$ cat config.mk
export PLATFORM = sky130hd
export DESIGN_NAME = pdi_ctrl
export DESIGN_NICKNAME = d
export VERILOG_FILES = /design/src/pdi_pkg.sv /design/src/pdi_ctrl.sv
export SDC_FILE = /design/constraint.sdc
export NUM_CORES = 1
export LEC_CHECK = 0
export BUFFER_PORTS_ARGS = -buffer_cell sky130_fd_sc_hd__buf_2
export CAP_MARGIN = 10
export CORE_MARGIN = 4
export CORE_UTILIZATION = 41
export DETAILED_ROUTE_END_ITERATION = 16
export PLACE_DENSITY_LB_ADDON = 0.25
export SLEW_MARGIN = 5
export SYNTH_ARGS = -nofsm -noshare
export SYNTH_HDL_FRONTEND = slang
export SYNTH_SLANG_ARGS = --single-unit
$ cat constraint.sdc
create_clock -name clk -period 2.1 [get_ports clk]
set_clock_uncertainty 0.15 [all_clocks]
set_input_delay 0.105 -clock clk [delete_from_list [all_inputs] [get_ports clk]]
set_output_delay 0.105 -clock clk [all_outputs]
set_load 0.02 [all_outputs]
$ cat src/pdi_pkg.sv
// Package for the path distance interpolator: codes, field layout of the stream
// words, controller states and the command/status bundles between controller and datapath.
// No dependencies.
`timescale 1ns / 1ps
`default_nettype none
package pdi_pkg;

  localparam int RECORDS_DEF = 32;
  localparam int SUB_SEGMENTS_DEF = 10;
  localparam logic [16:0] ONE_Q16 = 17'h10000;
  localparam logic [4:0] MAX_EVENTS = 5'd31;

  // opcodes carried in the input tuser
  localparam logic [2:0] OP_LOAD_LEN = 3'd0;
  localparam logic [2:0] OP_LOAD_SUB = 3'd1;
  localparam logic [2:0] OP_LOAD_PT = 3'd2;
  localparam logic [2:0] OP_LOAD_EVT = 3'd3;
  localparam logic [2:0] OP_QUERY = 3'd4;
  localparam logic [2:0] OP_RESTART = 3'd5;

  // result kinds carried in the output tuser
  localparam logic KIND_EVENT = 1'b0;
  localparam logic KIND_ANSWER = 1'b1;

  // configuration register indexes
  localparam logic [1:0] REG_ACTIVE = 2'd0;
  localparam logic [1:0] REG_COUNT = 2'd1;
  localparam logic [1:0] REG_ZLIMIT = 2'd2;
  localparam logic [1:0] REG_DEFFRAC = 2'd3;

  // input tdata layout
  localparam int IN_DW = 208;
  localparam int IN_REC_LO = 0;
  localparam int IN_SLOT_LO = 5;
  localparam int IN_LEN_LO = 9;
  localparam int IN_X_LO = 41;
  localparam int IN_Y_LO = 73;
  localparam int IN_Z_LO = 105;
  localparam int IN_EVT_LO = 137;
  localparam int IN_TRAV_LO = 169;
  localparam int IN_NOTIFY = 201;
  localparam int IN_WANTD = 202;

  // output tdata layout
  localparam int OUT_DW = 168;

  typedef struct packed {
    logic        active;
    logic [5:0]  record_count;
    logic [31:0] zero_length_limit;
    logic [16:0] default_fraction;
  } cfg_t;

  typedef enum logic [3:0] {
    ST_IDLE,
    ST_FAIL,
    ST_REC_RD,
    ST_REC_CHK,
    ST_EVT,
    ST_SUB_RD,
    ST_SUB_CHK,
    ST_DIV,
    ST_FROM_RD,
    ST_TO_RD,
    ST_D0_RD,
    ST_D9_RD,
    ST_DLT,
    ST_MUL,
    ST_ADD,
    ST_ANS
  } state_t;

  typedef struct packed {
    logic accept;
    logic q_start;
    logic rec_rd;
    logic rec_pass;
    logic rem_init;
    logic sub_rd;
    logic sub_step;
    logic frac_set;
    logic div_step;
    logic from_rd;
    logic to_rd;
    logic d0_rd;
    logic d9_rd;
    logic dlt;
    logic mul;
    logic add;
    logic emit_evt;
    logic emit_fail;
    logic emit_ans;
  } cmd_t;

  typedef struct packed {
    logic entry_fail;
    logic rec_stay;
    logic evt_ok;
    logic pass_fail;
    logic sub_more;
    logic div_needed;
    logic div_last;
    logic axis_last;
    logic out_free;
  } sts_t;

endpackage
`default_nettype wire

$ cat src/pdi_ctrl.sv
// Controller: sequences loads, the record walk, the sub-segment walk, the
// divider, the point reads and the interpolation. Depends on pdi_pkg.
`timescale 1ns / 1ps
`default_nettype none
module pdi_ctrl (
  input  logic          clk,
  input  logic          rst_n,
  input  logic          in_valid,
  input  logic [2:0]    in_op,
  output logic          in_ready,
  input  pdi_pkg::sts_t sts,
  output pdi_pkg::cmd_t cmd
);
  import pdi_pkg::*;

  state_t state_r, state_nxt;

  always_ff @(posedge clk) begin
    if (!rst_n) begin
      state_r <= ST_IDLE;
    end else begin
      state_r <= state_nxt;
    end
  end

  always_comb begin
    state_nxt = state_r;
    cmd = '0;
    in_ready = 1'b0;
    case (state_r)
      ST_IDLE: begin
        in_ready = 1'b1;
        if (in_valid) begin
          cmd.accept = 1'b1;
          if (in_op == OP_QUERY) begin
            cmd.q_start = 1'b1;
            state_nxt = sts.entry_fail ? ST_FAIL : ST_REC_RD;
          end
        end
      end
      ST_FAIL: begin
        if (sts.out_free) begin
          cmd.emit_fail = 1'b1;
          state_nxt = ST_IDLE;
        end
      end
      ST_REC_RD: begin
        cmd.rec_rd = 1'b1;
        state_nxt = ST_REC_CHK;
      end
      ST_REC_CHK: begin
        if (sts.rec_stay) begin
          cmd.rem_init = 1'b1;
          state_nxt = ST_SUB_RD;
        end else if (sts.evt_ok) begin
          state_nxt = ST_EVT;
        end else begin
          cmd.rec_pass = 1'b1;
          state_nxt = sts.pass_fail ? ST_FAIL : ST_REC_RD;
        end
      end
      ST_EVT: begin
        // hold until the output register can take the word
        if (sts.out_free) begin
          cmd.emit_evt = 1'b1;
          cmd.rec_pass = 1'b1;
          state_nxt = sts.pass_fail ? ST_FAIL : ST_REC_RD;
        end
      end
      ST_SUB_RD: begin
        cmd.sub_rd = 1'b1;
        state_nxt = ST_SUB_CHK;
      end
      ST_SUB_CHK: begin
        if (sts.sub_more) begin
          cmd.sub_step = 1'b1;
          state_nxt = ST_SUB_RD;
        end else begin
          cmd.frac_set = 1'b1;
          state_nxt = sts.div_needed ? ST_DIV : ST_FROM_RD;
        end
      end
      ST_DIV: begin
        cmd.div_step = 1'b1;
        if (sts.div_last) begin
          state_nxt = ST_FROM_RD;
        end
      end
      ST_FROM_RD: begin
        cmd.from_rd = 1'b1;
        state_nxt = ST_TO_RD;
      end
      ST_TO_RD: begin
        cmd.to_rd = 1'b1;
        state_nxt = ST_D0_RD;
      end
      ST_D0_RD: begin
        cmd.d0_rd = 1'b1;
        state_nxt = ST_D9_RD;
      end
      ST_D9_RD: begin
        cmd.d9_rd = 1'b1;
        state_nxt = ST_DLT;
      end
      ST_DLT: begin
        cmd.dlt = 1'b1;
        state_nxt = ST_MUL;
      end
      ST_MUL: begin
        cmd.mul = 1'b1;
        state_nxt = ST_ADD;
      end
      ST_ADD: begin
        cmd.add = 1'b1;
        state_nxt = sts.axis_last ? ST_ANS : ST_MUL;
      end
      ST_ANS: begin
        if (sts.out_free) begin
          cmd.emit_ans = 1'b1;
          state_nxt = ST_IDLE;
        end
      end
      default: begin
        state_nxt = ST_IDLE;
      end
    endcase
  end
endmodule
`default_nettype wire

==> reports/metrics.yaml, run 1 <==
placed_design:
  place_congestion: 0.924
  io_buffer_count: 34
  hpwlAfterDp_mm: 1.40
  dp.cells: 133
floorplanning:
  dieArea_um2: 2040
  core-area_um2: 1300
  dieHeight_um: 45.1
  core.rowCount: 13
  start_util_pct: 43.5
  io_pins: 35
  die_w_um: 45.1
pwr:
  worst_ir_drop_vdd_mv: 0.261
  p_total_mw: 0.420
  p_leak_nw: 0.380
  p_per_area_nw_per_um2: 539
timing:
  finalCritPeriodShare_pct: 89.3
  clock.fmax_mhz: 533
  worst_pin_slew_ns: 0.426
  finalHoldViolCount: 0
  setup_viol: 0
  report.final.slew_viol_count: 0
  max_slew_margin_pct: 71.6
  rsz0062_at_grt: "no"
  fin_setup_tns_ns: 0
  period_minus_slack_ns: 1.88
synth:
  synth_xor_area_share_pct: 0
  synth-async-reset-ratio_pct: 0
  ys_warn_count: 0
  synth_cell_types: 33
  synth_nets: 102
  ys_ff_latch: 4
  synth_top_family_by_area: "simple AND/OR/NAND/NOR gates"
  synth-adder-area-share_pct: 0
  synthMuxAreaShare_pct: 0
  netlist_area_um2: 566
  synthCells: 87
  avgSynthCellArea_um2: 6.50
  synth_compound_area_share_pct: 25.7
  ys.flop_type: "dfxtp_1"
  synthSimpleGateAreaFrac_pct: 50.4
  synth-edff-count: 0
  yosysSeqAreaShare_pct: 14.2
grt:
  grt_pass1_wl_mm: 3.06
  antenna_found_initial: 0
  grt_overflow: 0
  grt_pass1_vias: 726
  grt_max_degree: 19
  gr-usage-all-layers_pct: 19.8
routing:
  wl_per_cell_um: 13.5
  vias_per_cell: 5.88
  ant_nets: 0
  vias: 800
  wirelength_mm: 1.84
  drc: 0
  drtIter0Drc: 29
  drt_pass1_iterations: 4
cells_and_area:
  area_delta_synth_final_pct: 37.8
  largest-register: "state_r"
  fin_nets: 138
  drive_above_1_share_pct: 37.2
  largest_reg_flops: 4
  top_regs: "state_r x4"
  layout.cells.non_filler: 136
  final_cell_mix: "buf_2, nor2_1, nand2b_1, nor3_1, buf_4"
  layout_commonest_cell: "buf_2"
  n_antenna_cell: 0
critical_path:
  crit_buf_inv: 2
  worstPathMaxFanout: 12
  reg2reg_from: "state_r[0]"
  cp_cell_sequence: "buf_4 -> nor4_1 -> and2_1 -> buf_2"
  cp_slowest_cell: "dfxtp_1"
  crit_start: "state_r[0]"
  worst-endpoint-required_ns: 1.85
  slowest_delay_ns: 0.43
  path_delay_family: "simple AND/OR/NAND/NOR gates"
  critPathLaunchType: "register"
  critPathArrivalTime_ns: 1.62
  crit_path_end_kind: "output pin"
  critPathKind: "reg -> out"
clocking:
  htree_levels: 1
  clk_pin_slew_ns: 0.03
  ctsHoldBuffers: 0
  clk_latency_ns: 0.23
  cts_made_buffers: 3
  clock-root-buffer: "clkbuf_4"
  cts_tree: "built"
  clockBufferDepth: 2
  postCtsSetupBuffers: 0
  cts.repair.resized: 0
  cts_num_sinks: 4
run_status:
  status: "completed"
hold_path:
  min_path_type: "in -> reg"
  worstHoldStart: "rst_n"
flow_run:
  max_cap_viol_count: 0
-- cells by family (layout without fill, tap and decap cells) --
kind of cell / count (synthesis) / in the layout
buffers and inverters: 12 / 46
flip-flops: 4 / 4
AND/OR/NAND/NOR: 51 / 51
AO/OA/AOI/OAI: 20 / 20
-- cells in the mapped netlist, types with 2 or more instances --
| cell | n | share of area, % |
|---|---|---|
| nor2_1 | 16 | 11 |
| a21oi_1 | 2 | 1.8 |
| nand3_1 | 3 | 2.7 |
| o41ai_1 | 2 | 3.1 |
| nand2_1 | 5 | 3.3 |
| nor4b_1 | 5 | 7.7 |
| a21o_1 | 2 | 2.7 |
| dfxtp_1 | 4 | 14 |
| buf_2 | 5 | 4.4 |
| o21ai_0 | 4 | 3.5 |
| nand2b_1 | 6 | 6.6 |
| nor3_1 | 6 | 5.3 |
| nor4_1 | 4 | 4.4 |
| inv_1 | 3 | 2.0 |
| clkbuf_1 | 2 | 1.3 |
-- tightest hold or removal path: cells and delay by family --
| family | cells | cell delay (ns) |
|---|---|---|
| compound gates | 2 | 0.11 |
| buf+inv | 1 | 0.14 |
-- power by group --
group | switching, mW | leakage, nW | total [mW] | internal, mW
logic | 0.122 | 0.333 | 0.213 | 0.0909
registers | 0.0266 | 0.0330 | 0.113 | 0.0861
clock network | 0.0304 | 0.0138 | 0.0943 | 0.0639
total | 0.179 | 0.380 | 0.420 | 0.241
-- final cells by class --
class	count	area, um2
Sequential cell	4	81.3
Multi-Input combinational cell	71	430
Inverter	3	11.3
Timing Repair Buffer	40	215
Tap cell	15	18.8
Clock buffer	3	22.5
Fill cell	138	522
-- routing by layer --
metal | global-route usage [%] | routed length [um] | part of all wire, %
met1 | 27.4 | 814 | 44
met2 | 33.1 | 861 | 47
met3 | 2.39 | 153 | 8.3
met4 | 3.51 | 7 | 0.38
met5 | 0 | 0 | 0
-- metrics by stage --
step	hold WS, ns	area (um2)	worst slack (ns)	utilization [%]
3_5_place_dp	0.251	756	0.200	58.1
5_1_grt	0.0423	779	0.0780	59.9
3_3_place_gp	0.263	756	0.266	58.1
6_report	0.0244	779	0.224	59.9
4_1_cts	0.00942	778	0.102	59.8
2_1_floorplan	0.0814	566	0.0199	-
-- final timing paths --
path | depth (start not counted) | to | slack, ns
worst min-delay path | 3 | state_r[0] | 0.02
worst max-delay path | 4 | cmd[18] | 0.22
worst min register to register | 2 | state_r[2] | 0.45
worst max register to register | 4 | state_r[1] | 0.33
No activity file was read; power rests on OpenSTA's default activity.
==> run 2, diff against run 1 <==
--- a/config.mk
+++ b/config.mk
@@ -8,7 +8,7 @@
 export BUFFER_PORTS_ARGS = -buffer_cell sky130_fd_sc_hd__buf_2
 export CAP_MARGIN = 10
 export CORE_MARGIN = 4
-export CORE_UTILIZATION = 41
+export CORE_UTILIZATION = 37
 export DETAILED_ROUTE_END_ITERATION = 16
 export PLACE_DENSITY_LB_ADDON = 0.25
 export SLEW_MARGIN = 5
==> constraint.sdc (replaced) <==
create_clock -name clk -period 1.6 [get_ports clk]
set_clock_uncertainty 0.15 [all_clocks]
set_input_delay 0.08 -clock clk [delete_from_list [all_inputs] [get_ports clk]]
set_output_delay 0.08 -clock clk [all_outputs]
set_load 0.02 [all_outputs]
==> run 2 against run 1 <==
Compared with the run above:
- the flow now finishes with violations (negative setup slack)
- die area grew 8.8%
- routed wire length is 19% higher
- worst hold slack gained 0.019 ns
- critical path depth stayed put
- count of clock-buffer cells in the layout stayed put
- critical endpoint is now state_r[3]
- largest cell class unchanged
- largest power group unchanged
==> reports/metrics.yaml, run 2 (synthesized netlist as in run 1, its figures left out) <==
run_status:
  status: "complete, but fails checks"
  violations: "negative setup slack"
critical_path:
  cp_slowest_cell: "dfxtp_4"
  cp_cell_sequence: "and4bb_2 -> o31a_1 -> o41ai_2 -> and3b_1"
  crit_start: "state_r[2]"
  critPathLaunchType: "register"
  reg2reg_from: "state_r[2]"
  worst-endpoint-required_ns: 1.63  # -0.22 ns
  critPathArrivalTime_ns: 1.67  # +0.05 ns
  crit_buf_inv: 0  # -2
  crit_path_end_kind: "register"
  path_delay_family: "compound AO/OA/AOI/OAI gates"
  critPathKind: "reg -> reg"
  slowest_delay_ns: 0.37  # -0.06 ns
  worstPathMaxFanout: 10  # -2
floorplanning:
  core-area_um2: 1370  # +5.0%
  core.rowCount: 13  # unchanged
  io_pins: 35  # unchanged
  die_w_um: 47.1  # +4.3%
  dieArea_um2: 2220  # +8.8%
  dieHeight_um: 47.1  # +4.3%
  start_util_pct: 41.4  # -2.1 points
hold_path:
  worstHoldStart: "sts[5]"
  min_path_type: "in -> reg"
grt:
  grt_max_degree: 11  # -8
  grt_pass1_wl_mm: 3.57  # +17%
  gr-usage-all-layers_pct: 22.2  # +2.3 points
  grt_pass1_vias: 779  # +7.3%
  grt_overflow: 0  # unchanged
  antenna_found_initial: 0  # unchanged
timing:
  finalCritPeriodShare_pct: 103
  rsz0062_at_grt: "yes"
  report.final.slew_viol_count: 0  # unchanged
  finalHoldViolCount: 0  # unchanged
  clock.fmax_mhz: 609
  setup_viol: 4  # +4
  post-route-worst-setup-slack_ns: -0.0420  # -0.266 ns
  hold_slack_ns: 0.0431  # +0.0187 ns
  worst_pin_slew_ns: 0.360  # -0.0658 ns
  period_minus_slack_ns: 1.64
  max_slew_margin_pct: 75.6  # +4.1 points
pwr:
  p_leak_nw: 0.499  # +31%
  p_per_area_nw_per_um2: 657  # +22%
  worst_ir_drop_vdd_mv: 0.366  # +40%
cells_and_area:
  seq_area_um2: 90.1  # +11%
  largest-register: "state_r"
  final_cell_mix: "buf_4, buf_2, nor2_1"
  top_regs: "state_r x4"
  n_antenna_cell: 0  # unchanged
  final_core_util_pct: 79.1  # +19 points
  fin_nets: 151  # +9.4%
  multiInputGateArea_um2: 563  # +31%
  nFillCells: 98  # -29%
  drive_above_1_share_pct: 57.5  # +20 points
  area_delta_synth_final_pct: 91.2
  design_area_um2: 1080  # +39%
  layout_commonest_cell: "buf_4"
  largest_reg_flops: 4  # unchanged
placed_design:
  placed_area_um2: 876  # +16%
  place_congestion: 0.852  # -7.7%
  io_buffer_count: 34  # unchanged
  hpwlAfterDp_mm: 1.61  # +15%
  place_ws_ns: -0.0981  # -0.299 ns
flow_run:
  max_cap_viol_count: 0  # unchanged
clocking:
  clk_latency_ns: 0.24  # about the same
  htree_levels: 1  # unchanged
  clock-root-buffer: "clkbuf_4"
  cts_num_sinks: 4  # unchanged
  clockBufferDepth: 2  # unchanged
  cts_made_buffers: 3  # unchanged
  cts_tree: "built"
  clk_pin_slew_ns: 0.05  # +0.02 ns
routing:
  drtIter0Drc: 39  # +34%
  vias: 837  # +4.6%
  wirelength_mm: 2.19  # +19%
  vias_per_cell: 5.62  # -4.5%
  ant_nets: 0  # unchanged
  drc: 0  # unchanged
  drt_pass1_iterations: 4  # unchanged
  wl_per_cell_um: 14.7  # +9.0%
run 2: changes by cell type in the layout (fill, tap and decap cells not counted), sizes merged:
cell,change
buf,+12
dlygate4sd3,+1
run 2: final timing paths:
check                     to  slack [ns]  cells after the start
setup / recovery  state_r[3]       -0.04                      4
setup reg to reg  state_r[3]       -0.04                      4
hold reg to reg   state_r[2]        0.51                      3
hold / removal    state_r[0]        0.04                      3
run 2: repair_timing:
action / 4_1_cts / 5_1_grt
setup endpoints to repair: 20 / 17
endpoints found under the hold margin: 3 / 0
hold buffers: 1 / 0
setup buffers: 1 / 0
pin swaps: 2 / 0
gates resized for setup: 19 / 23
run 2: worst reg2reg max path: stages (launching register included):
cell      delay (ns)
dfxtp_4         0.37
and4bb_2        0.23
o31a_1          0.34
o41ai_2         0.30
and3b_1         0.20
run 2: final cells by class:
type | count | area share, %
multi-input combinational | 71 | 52.1
timing repair buffer | 53 | 34.7
sequential | 4 | 8.33
clock buffer | 3 | 2.08
tap | 15 | 1.74
inverter | 3 | 1.04
run 2: layer usage:
metal / global-route usage [%] / wire (um)
met5: 0 / 0
met4: 6.63 / 0
met3: 1.53 / 139
met2: 35.0 / 1110
met1: 32.0 / 944
run 2: where the power goes:
part	leakage, nW	switching [mW]	internal [mW]
clock	0.0138	0.0507	0.0846
sequential	0.0349	0.0236	0.112
combinational	0.450	0.228	0.211
total	0.499	0.302	0.408
run 2: metrics by stage:
step,TNS (ns),power [mW],std cells
finish,-0.114,0.710,149
global route,-0.722,0.754,149
CTS,-0.0914,0.672,149
detailed placement,-0.169,0.496,144
global placement,-0.0392,0.491,144
floorplan,-0.219,0.355,87
